### src/design/mtk_pkg.sv
package mtk_pkg;

    // event codes of a result beat
    localparam logic [2:0] EV_PREVIEW = 3'd0;
    localparam logic [2:0] EV_COMMIT  = 3'd1;
    localparam logic [2:0] EV_DROPPED = 3'd2;
    localparam logic [2:0] EV_ERASE   = 3'd3;
    localparam logic [2:0] EV_SEND    = 3'd4;

    // raw key bytes
    localparam logic [7:0] KEY_BS    = 8'd8;
    localparam logic [7:0] KEY_ENTER = 8'd13;
    localparam logic [7:0] KEY_ZERO  = 8'h30;
    localparam logic [7:0] KEY_NINE  = 8'h39;
    localparam logic [7:0] KEY_STAR  = 8'h2A;
    localparam logic [7:0] KEY_HASH  = 8'h23;

    // key numbers of star and hash
    localparam logic [3:0] KNUM_STAR = 4'd10;
    localparam logic [3:0] KNUM_HASH = 4'd11;

    localparam int MESSAGE_CAPACITY = 256;
    localparam int TIMEOUT_RESET    = 8;

    // result queue depth
    localparam int QUEUE_DEPTH = 4;

    typedef struct packed {
        logic [2:0] event_res;
        logic [3:0] key_index;
        logic [3:0] position;
        logic [8:0] message_length;
        logic       last;
    } t_result;

    typedef struct packed {
        logic       hit;
        logic [3:0] num;
    } t_key_num;

    // decode a raw byte into a key number
    function automatic t_key_num key_number(input logic [7:0] code);
        t_key_num k;
        k.hit = 1'b0;
        k.num = 4'd0;
        if (code >= KEY_ZERO && code <= KEY_NINE) begin
            k.hit = 1'b1;
            k.num = code[3:0];
        end else if (code == KEY_STAR) begin
            k.hit = 1'b1;
            k.num = KNUM_STAR;
        end else if (code == KEY_HASH) begin
            k.hit = 1'b1;
            k.num = KNUM_HASH;
        end
        return k;
    endfunction

    // last letter position of each key
    function automatic logic [3:0] last_pos(input logic [3:0] kn);
        logic [3:0] p;
        unique case (kn)
            4'd0:                  p = 4'd1;
            4'd1:                  p = 4'd4;
            4'd7, 4'd9:            p = 4'd8;
            KNUM_STAR, KNUM_HASH:  p = 4'd0;
            default:               p = 4'd7;
        endcase
        return p;
    endfunction

endpackage

### src/design/mtk_in_if.sv
interface mtk_in_if;
    logic       valid;
    logic       ready;
    logic       mode;
    logic [7:0] key_code;

    modport source (output valid, output mode, output key_code, input ready);
    modport sink   (input valid, input mode, input key_code, output ready);
endinterface

### src/design/mtk_out_if.sv
interface mtk_out_if;
    logic       valid;
    logic       ready;
    logic [2:0] event_res;
    logic [3:0] key_index;
    logic [3:0] position;
    logic [8:0] message_length;
    logic       last;

    modport source (
        output valid, output event_res, output key_index, output position,
        output message_length, output last, input ready
    );
    modport sink (
        input valid, input event_res, input key_index, input position,
        input message_length, input last, output ready
    );
endinterface

### src/design/multitap_keypad_text_entry_unit.sv
// Multi-tap keypad text entry.
// i_key carries one beat per key press (mode 0) or timer tick (mode 1);
// o_res carries the result beats, none, one or two per input, with last set on
// the final beat of each input. i_cfg_we / i_cfg_data write the timeout
// in ticks.
// Result beats are written into the queue when the input beat is taken
// and are shown on o_res from its head. Throughput: one input beat per
// cycle while i_key.ready is high; the letter state is updated when the
// beat is taken, so any input may directly follow the previous one.
// Results go through a 4-entry queue. i_key.ready is high while at least
// two entries are free, so with the receiver taking a beat every cycle
// the input is never held off by single-result inputs; an input giving
// two results uses two output beats. When the receiver stalls the queue
// fills and i_key.ready drops; nothing is lost.
// Reset (synchronous, i_rst_n low) clears the pending letter, the idle
// count and the message length, empties the queue and sets the timeout
// to 8 ticks.
module multitap_keypad_text_entry_unit
    import mtk_pkg::*;
#(
    parameter int MSG_CAP = MESSAGE_CAPACITY
) (
    input  logic       i_clk,
    input  logic       i_rst_n,
    input  logic       i_cfg_we,
    input  logic [7:0] i_cfg_data,
    mtk_in_if.sink     i_key,
    mtk_out_if.source  o_res
);

    localparam int CNT_W = $clog2(MSG_CAP + 1);
    localparam int PTR_W = $clog2(QUEUE_DEPTH);
    localparam int QCNT_W = $clog2(QUEUE_DEPTH + 1);

    // letter state
    logic [7:0]       r_timeout;
    logic             r_pending, n_pending;
    logic [3:0]       r_cur_key, n_cur_key;
    logic [3:0]       r_pos, n_pos;
    logic [7:0]       r_idle, n_idle;
    logic [CNT_W-1:0] r_held, n_held;

    // result queue
    t_result          r_queue [QUEUE_DEPTH];
    logic [PTR_W-1:0] r_wr_ptr, r_rd_ptr;
    logic [QCNT_W-1:0] r_qcnt;

    logic     in_acc, out_acc;
    t_result  res0, res1;
    logic [1:0] nres;
    t_key_num kn;
    logic [7:0] idle_inc;

    assign in_acc  = i_key.valid && i_key.ready;
    assign out_acc = o_res.valid && o_res.ready;
    assign kn      = key_number(i_key.key_code);
    assign idle_inc = (r_idle == 8'hFF) ? r_idle : r_idle + 8'd1;

    // next letter state and result beats of this input
    always_comb begin
        logic [CNT_W-1:0] held_c;
        logic [2:0]       ev_c;
        n_pending = r_pending;
        n_cur_key = r_cur_key;
        n_pos     = r_pos;
        n_idle    = r_idle;
        n_held    = r_held;
        nres      = 2'd0;
        res0      = '0;
        res1      = '0;
        // commit outcome of the pending letter
        if (r_held < CNT_W'(MSG_CAP)) begin
            held_c = r_held + CNT_W'(1);
            ev_c   = EV_COMMIT;
        end else begin
            held_c = r_held;
            ev_c   = EV_DROPPED;
        end
        if (i_key.mode) begin
            if (r_pending) begin
                n_idle = idle_inc;
                if (idle_inc > r_timeout) begin
                    n_held    = held_c;
                    n_pending = 1'b0;
                    n_pos     = 4'd0;
                    n_idle    = 8'd0;
                    res0 = '{ev_c, r_cur_key, r_pos, 9'(held_c), 1'b1};
                    nres = 2'd1;
                end
            end
        end else if (kn.hit) begin
            n_idle = 8'd0;
            if (r_pending && kn.num == r_cur_key) begin
                n_pos = (r_pos >= last_pos(kn.num)) ? 4'd0 : r_pos + 4'd1;
                res0  = '{EV_PREVIEW, r_cur_key, n_pos, 9'(r_held), 1'b1};
                nres  = 2'd1;
            end else begin
                n_pending = 1'b1;
                n_cur_key = kn.num;
                n_pos     = 4'd0;
                if (r_pending) begin
                    n_held = held_c;
                    res0 = '{ev_c, r_cur_key, r_pos, 9'(held_c), 1'b0};
                    res1 = '{EV_PREVIEW, kn.num, 4'd0, 9'(held_c), 1'b1};
                    nres = 2'd2;
                end else begin
                    res0 = '{EV_PREVIEW, kn.num, 4'd0, 9'(r_held), 1'b1};
                    nres = 2'd1;
                end
            end
        end else if (i_key.key_code == KEY_BS || i_key.key_code == KEY_ENTER) begin
            n_pending = 1'b0;
            n_cur_key = 4'd0;
            n_pos     = 4'd0;
            n_idle    = 8'd0;
            if (i_key.key_code == KEY_BS) begin
                n_held = (r_held != '0) ? r_held - CNT_W'(1) : r_held;
                res0   = '{EV_ERASE, 4'd0, 4'd0, 9'(n_held), 1'b1};
            end else begin
                n_held = '0;
                res0   = '{EV_SEND, 4'd0, 4'd0, 9'd0, 1'b1};
            end
            nres = 2'd1;
        end
    end

    // configuration register and letter state
    always_ff @(posedge i_clk) begin
        if (!i_rst_n) begin
            r_timeout <= 8'(TIMEOUT_RESET);
            r_pending <= 1'b0;
            r_cur_key <= 4'd0;
            r_pos     <= 4'd0;
            r_idle    <= 8'd0;
            r_held    <= '0;
        end else begin
            if (i_cfg_we) begin
                r_timeout <= i_cfg_data;
            end
            if (in_acc) begin
                r_pending <= n_pending;
                r_cur_key <= n_cur_key;
                r_pos     <= n_pos;
                r_idle    <= n_idle;
                r_held    <= n_held;
            end
        end
    end

    // queue payload, up to two entries written per input beat
    always_ff @(posedge i_clk) begin
        if (in_acc && nres != 2'd0) begin
            r_queue[r_wr_ptr] <= res0;
        end
        if (in_acc && nres == 2'd2) begin
            r_queue[r_wr_ptr + PTR_W'(1)] <= res1;
        end
    end

    // queue pointers and fill count
    always_ff @(posedge i_clk) begin
        if (!i_rst_n) begin
            r_wr_ptr <= '0;
            r_rd_ptr <= '0;
            r_qcnt   <= '0;
        end else begin
            if (in_acc) begin
                r_wr_ptr <= r_wr_ptr + PTR_W'(nres);
            end
            if (out_acc) begin
                r_rd_ptr <= r_rd_ptr + PTR_W'(1);
            end
            r_qcnt <= r_qcnt + (in_acc ? QCNT_W'(nres) : '0)
                             - (out_acc ? QCNT_W'(1) : '0);
        end
    end

    // room for the largest burst of one input
    assign i_key.ready = (r_qcnt <= QCNT_W'(QUEUE_DEPTH - 2));

    // head of queue drives the output channel
    assign o_res.valid          = (r_qcnt != '0);
    assign o_res.event_res      = r_queue[r_rd_ptr].event_res;
    assign o_res.key_index      = r_queue[r_rd_ptr].key_index;
    assign o_res.position       = r_queue[r_rd_ptr].position;
    assign o_res.message_length = r_queue[r_rd_ptr].message_length;
    assign o_res.last           = r_queue[r_rd_ptr].last;

endmodule

### src/flat_wrapper.sv
// flat-port wrapper written by rule: the top's interface ports become plain ports
module multitap_keypad_text_entry_unit_flat import mtk_pkg::*;
#(
    parameter int MSG_CAP = MESSAGE_CAPACITY
)
  (i_clk, i_rst_n, i_cfg_we, i_cfg_data, i_key_valid, i_key_mode, i_key_key_code, i_key_ready, o_res_valid, o_res_event_res, o_res_key_index, o_res_position, o_res_message_length, o_res_last, o_res_ready);
  mtk_in_if i_key_i ();
  mtk_out_if o_res_i ();
  input  logic i_clk;
  input  logic i_rst_n;
  input  logic i_cfg_we;
  input  logic [7:0] i_cfg_data;
  input wire logic [$bits(i_key_i.valid)-1:0] i_key_valid;
  input wire logic [$bits(i_key_i.mode)-1:0] i_key_mode;
  input wire logic [$bits(i_key_i.key_code)-1:0] i_key_key_code;
  output wire logic [$bits(i_key_i.ready)-1:0] i_key_ready;
  output wire logic [$bits(o_res_i.valid)-1:0] o_res_valid;
  output wire logic [$bits(o_res_i.event_res)-1:0] o_res_event_res;
  output wire logic [$bits(o_res_i.key_index)-1:0] o_res_key_index;
  output wire logic [$bits(o_res_i.position)-1:0] o_res_position;
  output wire logic [$bits(o_res_i.message_length)-1:0] o_res_message_length;
  output wire logic [$bits(o_res_i.last)-1:0] o_res_last;
  input wire logic [$bits(o_res_i.ready)-1:0] o_res_ready;
  assign i_key_i.valid = i_key_valid;
  assign i_key_i.mode = i_key_mode;
  assign i_key_i.key_code = i_key_key_code;
  assign i_key_ready = i_key_i.ready;
  assign o_res_valid = o_res_i.valid;
  assign o_res_event_res = o_res_i.event_res;
  assign o_res_key_index = o_res_i.key_index;
  assign o_res_position = o_res_i.position;
  assign o_res_message_length = o_res_i.message_length;
  assign o_res_last = o_res_i.last;
  assign o_res_i.ready = o_res_ready;
  multitap_keypad_text_entry_unit #(.MSG_CAP(MSG_CAP)) u_core (.i_clk(i_clk), .i_rst_n(i_rst_n), .i_cfg_we(i_cfg_we), .i_cfg_data(i_cfg_data), .i_key(i_key_i), .o_res(o_res_i));
endmodule
### config.mk
export PLATFORM = sky130hd
export DESIGN_NAME = multitap_keypad_text_entry_unit_flat
export DESIGN_NICKNAME = d
export VERILOG_FILES = /design/src/design/mtk_pkg.sv /design/src/design/mtk_in_if.sv /design/src/design/mtk_out_if.sv /design/src/design/multitap_keypad_text_entry_unit.sv /design/src/flat_wrapper.sv
export SDC_FILE = /design/constraint.sdc
export NUM_CORES = 1
export LEC_CHECK = 0
export BUFFER_PORTS_ARGS = -buffer_cell sky130_fd_sc_hd__buf_4
export CAP_MARGIN = 20
export CORE_ASPECT_RATIO = 0.7
export CORE_MARGIN = 2
export CORE_UTILIZATION = 52
export CTS_CLUSTER_DIAMETER = 30
export DETAILED_ROUTE_END_ITERATION = 6
export PLACE_DENSITY = 0.67
export SYNTH_ARGS = -nofsm -noshare
export SYNTH_HDL_FRONTEND = slang
export SYNTH_SLANG_ARGS = --single-unit
export TNS_END_PERCENT = 50
### constraint.sdc
create_clock -name i_clk -period 10.4 [get_ports i_clk]
set_input_delay 1.56 -clock i_clk [delete_from_list [all_inputs] [get_ports i_clk]]
set_output_delay 1.56 -clock i_clk [all_outputs]
set_load 0.03 [all_outputs]
Word-level counts from Yosys, hierarchy flattened
Memory sizes are Yosys's and may differ from the RTL's. A register that Yosys moved wholly into a read port is not among the register bits.
Index checks and enable logic that the tools add are counted.
- add/subtract/negate cells: 9
- $lt $le $gt $ge: 6
- equality and inequality tests: 17
- muxes and demuxes: 66
- bitwise operators: 1
- reductions and logical operators: 20
- operators with widths (cell ; number):
    $mux 21 ; 9
    $mux 9 ; 10
    $mux 4 ; 12
    $mux 8 ; 6
    $mux 20 ; 2
    $mux 18 ; 1
    $mux 2 ; 9
    $eq 8x4->1 const B ; 2
    $eq 8x6->1 const B ; 2
    $pmux 4 s4 ; 1
    $mux 5 ; 3
    $mux 1 ; 13
    $eq 4x4->1 const B ; 3
    $add 9x1->9 const B ; 1
    $lt 9x9->1 const B ; 1
    $reduce_bool 9->1 ; 1
    $sub 9x1->9 const B ; 1
    $add 8x1->8 const B ; 1
    $eq 8x8->1 const B ; 1
    $ge 8x6->1 const B ; 1
    $gt 8x8->1 ; 1
    $le 8x6->1 const B ; 1
    $reduce_and 4->1 ; 2
    $logic_and 1x1->1 ; 6
    other kinds (22) ; 29
- register bits after elaboration: 41
- bits in writable memories: 84
- bits of input ports: 22
- output and inout port bits: 23
- word-level logic and storage cells: 129
- memories: 1
- memory list (name ; words ; bits a word ; rd ports ; clocked after Yosys merged registers in ; write ports ; line ; RTL):
    u_core.r_queue ; 4 ; 21 ; 1 ; 1 ; 2 ; multitap_keypad_text_entry_unit.sv:44 ; t_result r_queue [QUEUE_DEPTH];

Logic depth before layout (Yosys ltp)
Gate-level depths: netlist of the first run.
- depth after elaboration: 15
- mapped depth: 21
- mapped depth without buffers: 19

Worst setup path before layout of the first run
No wires, ideal clock.
- kind: input port to flip-flop
- from: input i_key_key_code[1]
- to: register u_core.r_pos[2]
- arrival time: 4.649 ns
- slack: 5.681 ns
- cell stages on the path: 13
- path buffers: 1
- cells stage by stage: buf_2 > mux2_2 > a21oi_1 > nor4_1 > o41ai_1 > ha_1 > nand2b_1 > a21o_1 > a21o_1 > a211oi_1 > nand3_2 > or4_1 > a21oi_1
- cells in the longest elaborated chain, start to end: 15
- ends and longest elaborated chain (what ; line ; RTL):
    start: declaration ; flat_wrapper.sv:15 ; input wire logic [$bits(i_key_i.key_code)-1:0] i_key_key_code;
    branches (longest 15 deep; another with $ge 8x6->1) ; n/a ;
    end signal: assignment ; multitap_keypad_text_entry_unit.sv:143 ; r_pos <= n_pos;
    end: declaration ; multitap_keypad_text_entry_unit.sv:39 ; logic [3:0] r_pos, n_pos;
Several ways; the timed one is not identified. The select of a mux whose other input is x is not followed.
A chain may end at the register's enable or synchronous reset.

==> impl_metrics.prom, run 1 <==
# TYPE chip_impl_metric gauge
chip_impl_metric{name="antenna_found_initial",unit=""} 0
chip_impl_metric{name="count_of_routing_violations_after_the_opening_detailed_route_iteration",unit=""} 671
chip_impl_info{name="synthFlopType",value="sky130_fd_sc_hd__dfxtp_1"} 1
chip_impl_metric{name="area_delta_synth_final",unit="%"} 14.6
chip_impl_metric{name="mappedNetlistNets",unit=""} 812
chip_impl_metric{name="start_util",unit=""} 0.531
chip_impl_metric{name="fin_hold_ws",unit="ns"} 0.455
chip_impl_metric{name="compound_gate_portion_of_the_synthesized_area",unit=""} 0.198
chip_impl_info{name="path_delay_family",value="simple AND/OR/NAND/NOR gates"} 1
chip_impl_metric{name="clk-insertion-delay-late",unit="ns"} 0.42
chip_impl_info{name="critical_path.slowest_cell",value="sky130_fd_sc_hd__nand2_1"} 1
chip_impl_info{name="dominant_combinational_cell_family_by_area_after_synthesis",value="compound AO/OA/AOI/OAI gates"} 1
chip_impl_metric{name="share_of_power_burned_in_the_clock_network",unit=""} 0.421
chip_impl_metric{name="grt_total_usage",unit=""} 0.285
chip_impl_info{name="cts_root_buf",value="sky130_fd_sc_hd__clkbuf_16"} 1
chip_impl_metric{name="postRouteAntennaNets",unit=""} 0
chip_impl_metric{name="total_power_consumption_of_the_routed_design",unit="mW"} 1.47
chip_impl_info{name="run_status",value="finished, final reports clean"} 1
chip_impl_metric{name="postSynthAreaPerCell",unit="um2"} 9.62
chip_impl_info{name="worst_setup_path_end_kind",value="flip-flop"} 1
chip_impl_metric{name="gp_congestion",unit=""} 0.964
chip_impl_metric{name="worst_path_largest_cell_delay",unit="ns"} 0.76
chip_impl_metric{name="finalWorstPathRequiredPeriod",unit="ns"} 4.88
chip_impl_metric{name="timing.critical_path.buf_inv",unit=""} 1
chip_impl_metric{name="final_net_count",unit=""} 835
chip_impl_metric{name="net-switching-power",unit="uW"} 421
chip_impl_metric{name="muxShareOfSynthArea",unit=""} 0.101
chip_impl_metric{name="maximum_clock_insertion_buffer_count",unit=""} 2
chip_impl_metric{name="finalSetupTns",unit="ns"} 0
chip_impl_metric{name="worst_setup_hold_path_clk_slew",unit="ns"} 0.06
chip_impl_metric{name="die_height",unit="um"} 104
chip_impl_metric{name="met1_usage",unit=""} 0.419
chip_impl_info{name="grt.busiest_layer",value="met1"} 1
chip_impl_metric{name="dr_total_vias",unit=""} 6496
chip_impl_metric{name="num_antenna_cells",unit=""} 0
chip_impl_metric{name="placeable_core_region",unit="mm2"} 0.0139
chip_impl_info{name="hp-class",value="reg -> reg"} 1
chip_impl_metric{name="final_core_occ",unit=""} 0.609
chip_impl_metric{name="io-pin-count",unit=""} 45
chip_impl_metric{name="cts_num_sinks",unit=""} 127
chip_impl_metric{name="seq_area",unit="mm2"} 0.00310
chip_impl_metric{name="cts.repair_timing.setup_buffer_count",unit=""} 0
chip_impl_info{name="cts_tree",value="yes"} 1
chip_impl_metric{name="floorplan.die_area",unit="mm2"} 0.0152
chip_impl_metric{name="setup_violations",unit=""} 0
chip_impl_metric{name="globalRouteMet3Util",unit=""} 0.0744
chip_impl_metric{name="max_slew.worst_pin.slew",unit="ns"} 1.03
chip_impl_metric{name="p_sw_frac",unit=""} 0.286
chip_impl_metric{name="cts-resized-gates",unit=""} 0
chip_impl_metric{name="ys_seq_elements",unit=""} 127
chip_impl_metric{name="comb_power_share",unit=""} 0.204
chip_impl_metric{name="route.detailed.drc",unit=""} 0
chip_impl_metric{name="htree_levels",unit=""} 4
chip_impl_metric{name="r2r_setup_slack",unit="ns"} 5.60
chip_impl_info{name="grt_setup_unrepaired",value="false"} 1
chip_impl_metric{name="synth.yosys.seq_area_share",unit=""} 0.419
chip_impl_metric{name="wl_per_cell",unit="um"} 21.2
chip_impl_metric{name="grt_pass1_wl",unit="um"} 33700
chip_impl_metric{name="pin_count_of_the_biggest_net_entering_global_routing",unit=""} 33
chip_impl_metric{name="drive_gt1_frac",unit=""} 0.158
chip_impl_metric{name="multi_input_logic_area",unit="mm2"} 0.00397
chip_impl_metric{name="final_min_period_over_clock_period",unit=""} 0.469
chip_impl_metric{name="layout.filler_cells",unit=""} 1133
chip_impl_metric{name="cts_hold_buf",unit=""} 0
chip_impl_metric{name="cap_violations",unit=""} 0
chip_impl_metric{name="synth_edf_count",unit=""} 56
chip_impl_metric{name="yosys.cell_types.count",unit=""} 77
chip_impl_metric{name="crit_path_max_fanout",unit=""} 17
chip_impl_metric{name="drt-total-wl",unit="um"} 21100
chip_impl_metric{name="route.detailed.vias_per_inst",unit=""} 6.53
chip_impl_metric{name="global_route.usage.met2",unit=""} 0.414
chip_impl_metric{name="cts_buf_count",unit=""} 17
chip_impl_info{name="category_of_the_most_critical_setup_path",value="in -> reg"} 1
chip_impl_metric{name="power.density_cell_area",unit="mW/mm2"} 174
chip_impl_metric{name="gr-total-overflow",unit=""} 0
chip_impl_metric{name="port_buffers",unit=""} 44
chip_impl_metric{name="hold_violations",unit=""} 0
chip_impl_metric{name="synth_xor_area_frac",unit=""} 0.0296
chip_impl_metric{name="clock.fmax",unit="MHz"} 205
chip_impl_metric{name="postSynth.asyncResetShare",unit=""} 0
chip_impl_metric{name="number_of_placement_rows",unit=""} 36
chip_impl_metric{name="seq_power_share",unit=""} 0.375
chip_impl_metric{name="die_x",unit="um"} 147
chip_impl_metric{name="fin_worst_skew",unit="ns"} 0.0104
chip_impl_metric{name="synthCells",unit=""} 769
chip_impl_metric{name="report.final.slew_viol_count",unit=""} 0
chip_impl_metric{name="critical_path_required",unit="ns"} 10.45
chip_impl_info{name="crit_path_start_kind",value="input pin"} 1
chip_impl_metric{name="cp_data_arrival_time",unit="ns"} 4.93
chip_impl_metric{name="synthSimpleGateAreaFrac",unit=""} 0.172
chip_impl_metric{name="hpwl",unit="um"} 14900
chip_impl_metric{name="drt-pass1-iter-count",unit=""} 6
chip_impl_metric{name="grt_pass1_vias",unit=""} 6135
chip_impl_metric{name="power.internal",unit="mW"} 1.05
chip_impl_metric{name="yosysWarningCount",unit=""} 0
chip_impl_metric{name="vdd.ir_drop.worst",unit="mV"} 0.156
chip_impl_metric{name="max-slew-margin-rel",unit=""} 0.314
chip_impl_metric{name="static-leakage-power",unit="nW"} 3.12
chip_impl_metric{name="synth-adder-area-share",unit=""} 0.0365
chip_impl_metric{name="post_synth_instance_area",unit="mm2"} 0.00740
chip_impl_info{name="worstPathCellList",value="buf_4 > nor4b_2 > and3_1 > xor2_1 > a2111oi_4 > a21oi_2 > nand3_1 > nand2_1"} 1
-- sequential cells by signal, indices dropped and copies added (netlist names), named ones only --
signal and cells:
u_core.r_pending 1, u_core.r_timeout 8, u_core.r_qcnt 3, u_core.r_cur_key 4, u_core.r_queue 84, u_core.r_wr_ptr 2, u_core.r_held 9, u_core.r_idle 8
u_core.r_rd_ptr 2, u_core.r_pos 4
-- cells in the mapped netlist, drive strengths merged, types with 4 or more instances --
library cell	n	area [um2]
and2	8	50.1
and3	8	50.1
dfxtp	71	1420
a22oi	4	30.0
inv	29	109
clkbuf	33	124
nor3b	4	30.0
a21oi	36	203
buf	16	90.1
o211ai	4	30.0
mux2i	24	240
o221ai	4	35.0
a211oi	9	77.6
o22ai	52	325
o31ai	6	45.0
mux4	21	473
nand4	8	56.3
nor2	62	233
a21o	8	60.1
nor4	7	43.8
nand2b	7	43.8
a31oi	9	56.3
nand3	58	300
xor2	11	96.3
o21ai	57	297
nor2b	8	50.1
nor3	14	70.1
edfxtp	56	1680
ha	20	250
xnor2	14	123
nand2	46	173
or3	5	31.3
-- final timing paths --
check / cells after the start / to / startpoint
worst max-delay path: 8 / u_core.r_queue[1][4] / i_key_key_code[3]
worst min-delay path: 2 / u_core.r_queue[2][19] / u_core.r_queue[2][19]
worst max register to register: 19 / u_core.r_qcnt[2] / u_core.r_idle[0]
worst min register to register: 2 / u_core.r_queue[2][19] / u_core.r_queue[2][19]
-- per-layer routing --
metal  vias up  part of all wire
met2       361              0.43
met3        47              0.10
li1       2976                 -
met5         -                 0
met4         0             0.019
met1      3112              0.45
-- metrics by stage --
stage	instances	instance area, um2	setup slack, ns
finish	995	8480	5.52
global route	995	8480	5.16
CTS	993	8420	5.56
detailed placement	961	7800	5.13
global placement	961	7800	5.15
floorplan	769	7400	5.68
-- area by class of cell --
cell class,count,area share
tap,190,0.0280
timing repair buffer,53,0.0517
clock inverter,10,0.0143
inverter,29,0.0128
sequential,127,0.366
multi-input combinational,564,0.468
clock buffer,22,0.0587
-- cell usage in the layout (no fill, tap or decap), types with 9 or more instances in the layout --
cell type,count
sky130_fd_sc_hd__a21oi_1,32
sky130_fd_sc_hd__a31oi_1,9
sky130_fd_sc_hd__buf_4,51
sky130_fd_sc_hd__clkbuf_16,19
sky130_fd_sc_hd__dfxtp_1,71
sky130_fd_sc_hd__edfxtp_1,56
sky130_fd_sc_hd__ha_1,20
sky130_fd_sc_hd__inv_1,29
sky130_fd_sc_hd__mux2i_1,24
sky130_fd_sc_hd__mux4_2,21
sky130_fd_sc_hd__nand2_1,46
sky130_fd_sc_hd__nand3_1,56
sky130_fd_sc_hd__nor2_1,62
sky130_fd_sc_hd__nor3_1,14
sky130_fd_sc_hd__o21ai_0,27
sky130_fd_sc_hd__o21ai_1,27
sky130_fd_sc_hd__o22ai_1,52
sky130_fd_sc_hd__xnor2_1,14
sky130_fd_sc_hd__xor2_1,11
-- worst min-delay path: cells and delay by family (launching register included) --
kind,cells,cell delay [ns]
compound gates,1,0.05
flops,1,0.30
simple gates,1,0.05
-- logic make-up (layout without fill, tap and decap cells) --
logic type / count (synthesis) / count (layout)
flip-flops: 127 / 127
AO/OA/AOI/OAI: 220 / 220
multiplexers: 48 / 48
adder cells (fa/ha/maj): 21 / 21
buffers and inverters: 78 / 114
AND/OR/NAND/NOR: 250 / 250
XOR/XNOR: 25 / 25
-- power by group through the flow --
stage | sequential (mW) | clock, mW | combinational, mW
after detailed placement | 0.566 | 0 | 0.292
final | 0.552 | 0.620 | 0.301
after global routing | 0.554 | 0.648 | 0.325
after CTS | 0.556 | 0.625 | 0.293
after global placement | 0.565 | 0 | 0.287
after floorplan | 0.555 | 0 | 0.218
Power figures use the tool's default switching activity.
==> run 2, diff against run 1 <==
==> constraint.sdc (replaced) <==
create_clock -name i_clk -period 4.6 [get_ports i_clk]
set_input_delay 0.69 -clock i_clk [delete_from_list [all_inputs] [get_ports i_clk]]
set_output_delay 0.69 -clock i_clk [all_outputs]
set_load 0.03 [all_outputs]
==> run 2 against run 1 <==
Worst setup slack got worse by 5.0 ns. Clock power up 130%. Sequential share of layout area down 0.60 points. Global-route usage grew 0.56 points. Critical path depth grew 4. Sequential power grew 130%. Routed wire length up 2.8%. Highest routed layer unchanged.
==> impl_metrics.prom, run 2 (synthesis results as in run 1) <==
# TYPE chip_impl_metric gauge
chip_impl_info{name="run_status",value="finished, final reports clean"} 1
chip_impl_info{name="worst_hold_path.endpoint",value="u_core.r_queue[1][12]"} 1
chip_impl_metric{name="seq_power_share",unit=""} 0.371
chip_impl_metric{name="met1_usage",unit=""} 0.427
chip_impl_metric{name="comb_power_share",unit=""} 0.210
chip_impl_metric{name="die_x",unit="um"} 147
chip_impl_metric{name="wl_per_cell",unit="um"} 21.4
chip_impl_metric{name="crit_path_max_fanout",unit=""} 7
chip_impl_metric{name="grt_pass1_wl",unit="um"} 34600
chip_impl_info{name="layout_common_cells",value="sky130_fd_sc_hd__dfxtp_1 (71), sky130_fd_sc_hd__buf_4 (70), sky130_fd_sc_hd__nor2_1 (62)"} 1
chip_impl_metric{name="cts.repair_timing.setup_buffer_count",unit=""} 0
chip_impl_info{name="worstSetupStartpoint",value="u_core.r_idle[0]"} 1
chip_impl_metric{name="route.detailed.drc",unit=""} 0
chip_impl_metric{name="die_height",unit="um"} 104
chip_impl_info{name="largestRegisters",value="u_core.r_queue (84), u_core.r_held (9)"} 1
chip_impl_metric{name="dr_total_vias",unit=""} 6623
chip_impl_metric{name="total_power_consumption_of_the_routed_design",unit="mW"} 3.36
chip_impl_metric{name="drt-total-wl",unit="um"} 21700
chip_impl_metric{name="pin_count_of_the_biggest_net_entering_global_routing",unit=""} 33
chip_impl_metric{name="power.density_cell_area",unit="mW/mm2"} 390
chip_impl_metric{name="static-leakage-power",unit="nW"} 3.20
chip_impl_info{name="timing.hold.worst.start",value="u_core.r_queue[1][12]"} 1
chip_impl_metric{name="maximum_clock_insertion_buffer_count",unit=""} 2
chip_impl_info{name="grt.busiest_layer",value="met2"} 1
chip_impl_metric{name="start_util",unit=""} 0.531
chip_impl_metric{name="timing.critical_path.buf_inv",unit=""} 0
chip_impl_metric{name="global_route.usage.met2",unit=""} 0.429
chip_impl_metric{name="r2r_setup_slack",unit="ns"} 0.54
chip_impl_metric{name="cts_hold_buf",unit=""} 0
chip_impl_info{name="regToRegEndpoint",value="u_core.r_queue[1][17]"} 1
chip_impl_metric{name="drt-pass1-iter-count",unit=""} 5
chip_impl_metric{name="final_std_cell_area_no_fill",unit="mm2"} 0.00862
chip_impl_info{name="critical_path.slowest_cell",value="sky130_fd_sc_hd__a22oi_1"} 1
chip_impl_metric{name="num_antenna_cells",unit=""} 0
chip_impl_info{name="path_delay_family",value="compound AO/OA/AOI/OAI gates"} 1
chip_impl_metric{name="postRouteAntennaNets",unit=""} 0
chip_impl_info{name="register_with_the_most_flip_flops",value="u_core.r_queue"} 1
chip_impl_info{name="grt_setup_unrepaired",value="false"} 1
chip_impl_metric{name="dpl.cell_count",unit=""} 980
chip_impl_metric{name="cts_num_sinks",unit=""} 127
chip_impl_metric{name="io-pin-count",unit=""} 45
chip_impl_metric{name="critical_path_required",unit="ns"} 4.75
chip_impl_metric{name="max-slew-margin-rel",unit=""} 0.451
chip_impl_info{name="crit_path_start_kind",value="flip-flop"} 1
chip_impl_metric{name="hold_violations",unit=""} 0
chip_impl_metric{name="route.detailed.vias_per_inst",unit=""} 6.53
chip_impl_metric{name="placeable_core_region",unit="mm2"} 0.0139
chip_impl_metric{name="count_of_routing_violations_after_the_opening_detailed_route_iteration",unit=""} 796
chip_impl_metric{name="clock.fmax",unit="MHz"} 246
chip_impl_metric{name="cp_data_arrival_time",unit="ns"} 4.21
chip_impl_metric{name="final_net_count",unit=""} 854
chip_impl_info{name="category_of_the_most_critical_setup_path",value="reg -> reg"} 1
chip_impl_metric{name="hpwl",unit="um"} 15100
chip_impl_metric{name="htree_levels",unit=""} 4
chip_impl_metric{name="grt_total_usage",unit=""} 0.291
chip_impl_metric{name="gp_congestion",unit=""} 0.969
chip_impl_metric{name="number_of_placement_rows",unit=""} 36
chip_impl_metric{name="fin_cells",unit=""} 1014
chip_impl_metric{name="whs_path_depth",unit=""} 2
chip_impl_metric{name="clk-insertion-delay-late",unit="ns"} 0.42
chip_impl_metric{name="finalWorstPathRequiredPeriod",unit="ns"} 4.06
chip_impl_info{name="cts_root_buf",value="sky130_fd_sc_hd__clkbuf_16"} 1
chip_impl_metric{name="report.final.slew_viol_count",unit=""} 0
chip_impl_metric{name="dpl-instance-area",unit="mm2"} 0.00795
chip_impl_metric{name="r2r.worst_path.cells",unit=""} 12
chip_impl_metric{name="net-switching-power",unit="mW"} 1.03
chip_impl_metric{name="grt_pass1_vias",unit=""} 6365
chip_impl_metric{name="setup_violations",unit=""} 0
chip_impl_metric{name="share_of_power_burned_in_the_clock_network",unit=""} 0.419
chip_impl_metric{name="cap_violations",unit=""} 0
chip_impl_metric{name="worst_setup_hold_path_clk_slew",unit="ns"} 0.06
chip_impl_metric{name="final_min_period_over_clock_period",unit=""} 0.882
chip_impl_metric{name="globalRouteMet3Util",unit=""} 0.0639
chip_impl_metric{name="vdd.ir_drop.worst",unit="mV"} 0.432
chip_impl_info{name="cts_tree",value="yes"} 1
chip_impl_metric{name="cts_buf_count",unit=""} 17
chip_impl_metric{name="drive_gt1_frac",unit=""} 0.178
chip_impl_metric{name="finalSetupTns",unit="ns"} 0
chip_impl_info{name="commonest_non_fill_non_tap_cell_in_the_layout",value="sky130_fd_sc_hd__dfxtp_1"} 1
chip_impl_metric{name="area_delta_synth_final",unit="%"} 16.5
chip_impl_metric{name="max_slew.worst_pin.slew",unit="ns"} 0.821
chip_impl_metric{name="worst_path_largest_cell_delay",unit="ns"} 0.50
chip_impl_info{name="critical_path.reg2reg.startpoint",value="u_core.r_idle[0]"} 1
chip_impl_metric{name="antenna_found_initial",unit=""} 0
chip_impl_metric{name="cts-resized-gates",unit=""} 0
chip_impl_metric{name="fin_worst_skew",unit="ns"} 0.00987
chip_impl_metric{name="p_sw_frac",unit=""} 0.306
chip_impl_metric{name="gr-total-overflow",unit=""} 0
chip_impl_info{name="worstPathCellList",value="ha_1 > and2_1 > nand3_1 > mux2_2 > ha_1 > nor2b_1 > o211a_1 > o2111ai_1 > and2_1 > nand2_1 > a22oi_1 > o22ai_1"} 1
chip_impl_metric{name="power.internal",unit="mW"} 2.33
chip_impl_metric{name="port_buffers",unit=""} 44
chip_impl_metric{name="largest_reg_flops",unit=""} 84
chip_impl_info{name="hp-class",value="reg -> reg"} 1
chip_impl_info{name="worst_setup_path_end_kind",value="flip-flop"} 1
chip_impl_metric{name="floorplan.die_area",unit="mm2"} 0.0152
[run 2: final cells by class]
cell class / instances / area, um2
clock buffer: 17 / 425
multi-input combinational: 564 / 3970
tap: 190 / 238
inverter: 29 / 109
timing repair buffer: 72 / 581
sequential: 127 / 3100
fill: 1136 / 5300
clock inverter: 15 / 191
[run 2: how the worst max path moves through the flow]
stage                                       end  slack [ns]  cells after the start
after floorplan                 u_core.r_pos[2]        0.75                     13
after global placement          u_core.r_pos[2]        0.48                     14
after detailed placement        u_core.r_pos[2]        0.23                     14
after CTS                      u_core.r_qcnt[2]        0.56                     19
after global routing       u_core.r_queue[2][6]        0.23                     13
final                     u_core.r_queue[1][17]        0.54                     12
[run 2: power by group through the flow]
stage	Combinational, mW	Clock, mW	Sequential [mW]
after floorplan	0.492	0	1.26
after global placement	0.667	0	1.28
after detailed placement	0.675	0	1.28
after CTS	0.683	1.41	1.26
after global routing	0.760	1.47	1.25
final	0.706	1.41	1.25
[run 2: stage by stage]
step	worst slack (ns)	util	hold slack, ns
2_1_floorplan	0.751	-	0.438
5_1_grt	0.233	0.619	0.484
3_3_place_gp	0.484	0.571	0.445
6_report	0.541	0.619	0.463
4_1_cts	0.564	0.615	0.463
3_5_place_dp	0.232	0.571	0.454
[run 2: layer usage]
| metal | wire (um) | part of all wire | vias up |
|---|---|---|---|
| li1 | - | - | 3017 |
| met1 | 9640 | 0.44 | 3194 |
| met2 | 9640 | 0.44 | 378 |
| met3 | 2080 | 0.096 | 34 |
| met4 | 355 | 0.016 | 0 |
| met5 | 0 | 0 | - |
[run 2: worst reg2reg max path: stages, from the launching register on]
cell	delay [ns]
sky130_fd_sc_hd__dfxtp_1	0.42
sky130_fd_sc_hd__ha_1	0.21
sky130_fd_sc_hd__and2_1	0.19
sky130_fd_sc_hd__nand3_1	0.22
sky130_fd_sc_hd__mux2_2	0.35
sky130_fd_sc_hd__ha_1	0.28
sky130_fd_sc_hd__nor2b_1	0.14
sky130_fd_sc_hd__o211a_1	0.24
sky130_fd_sc_hd__o2111ai_1	0.43
sky130_fd_sc_hd__and2_1	0.45
sky130_fd_sc_hd__nand2_1	0.18
sky130_fd_sc_hd__a22oi_1	0.50
sky130_fd_sc_hd__o22ai_1	0.20
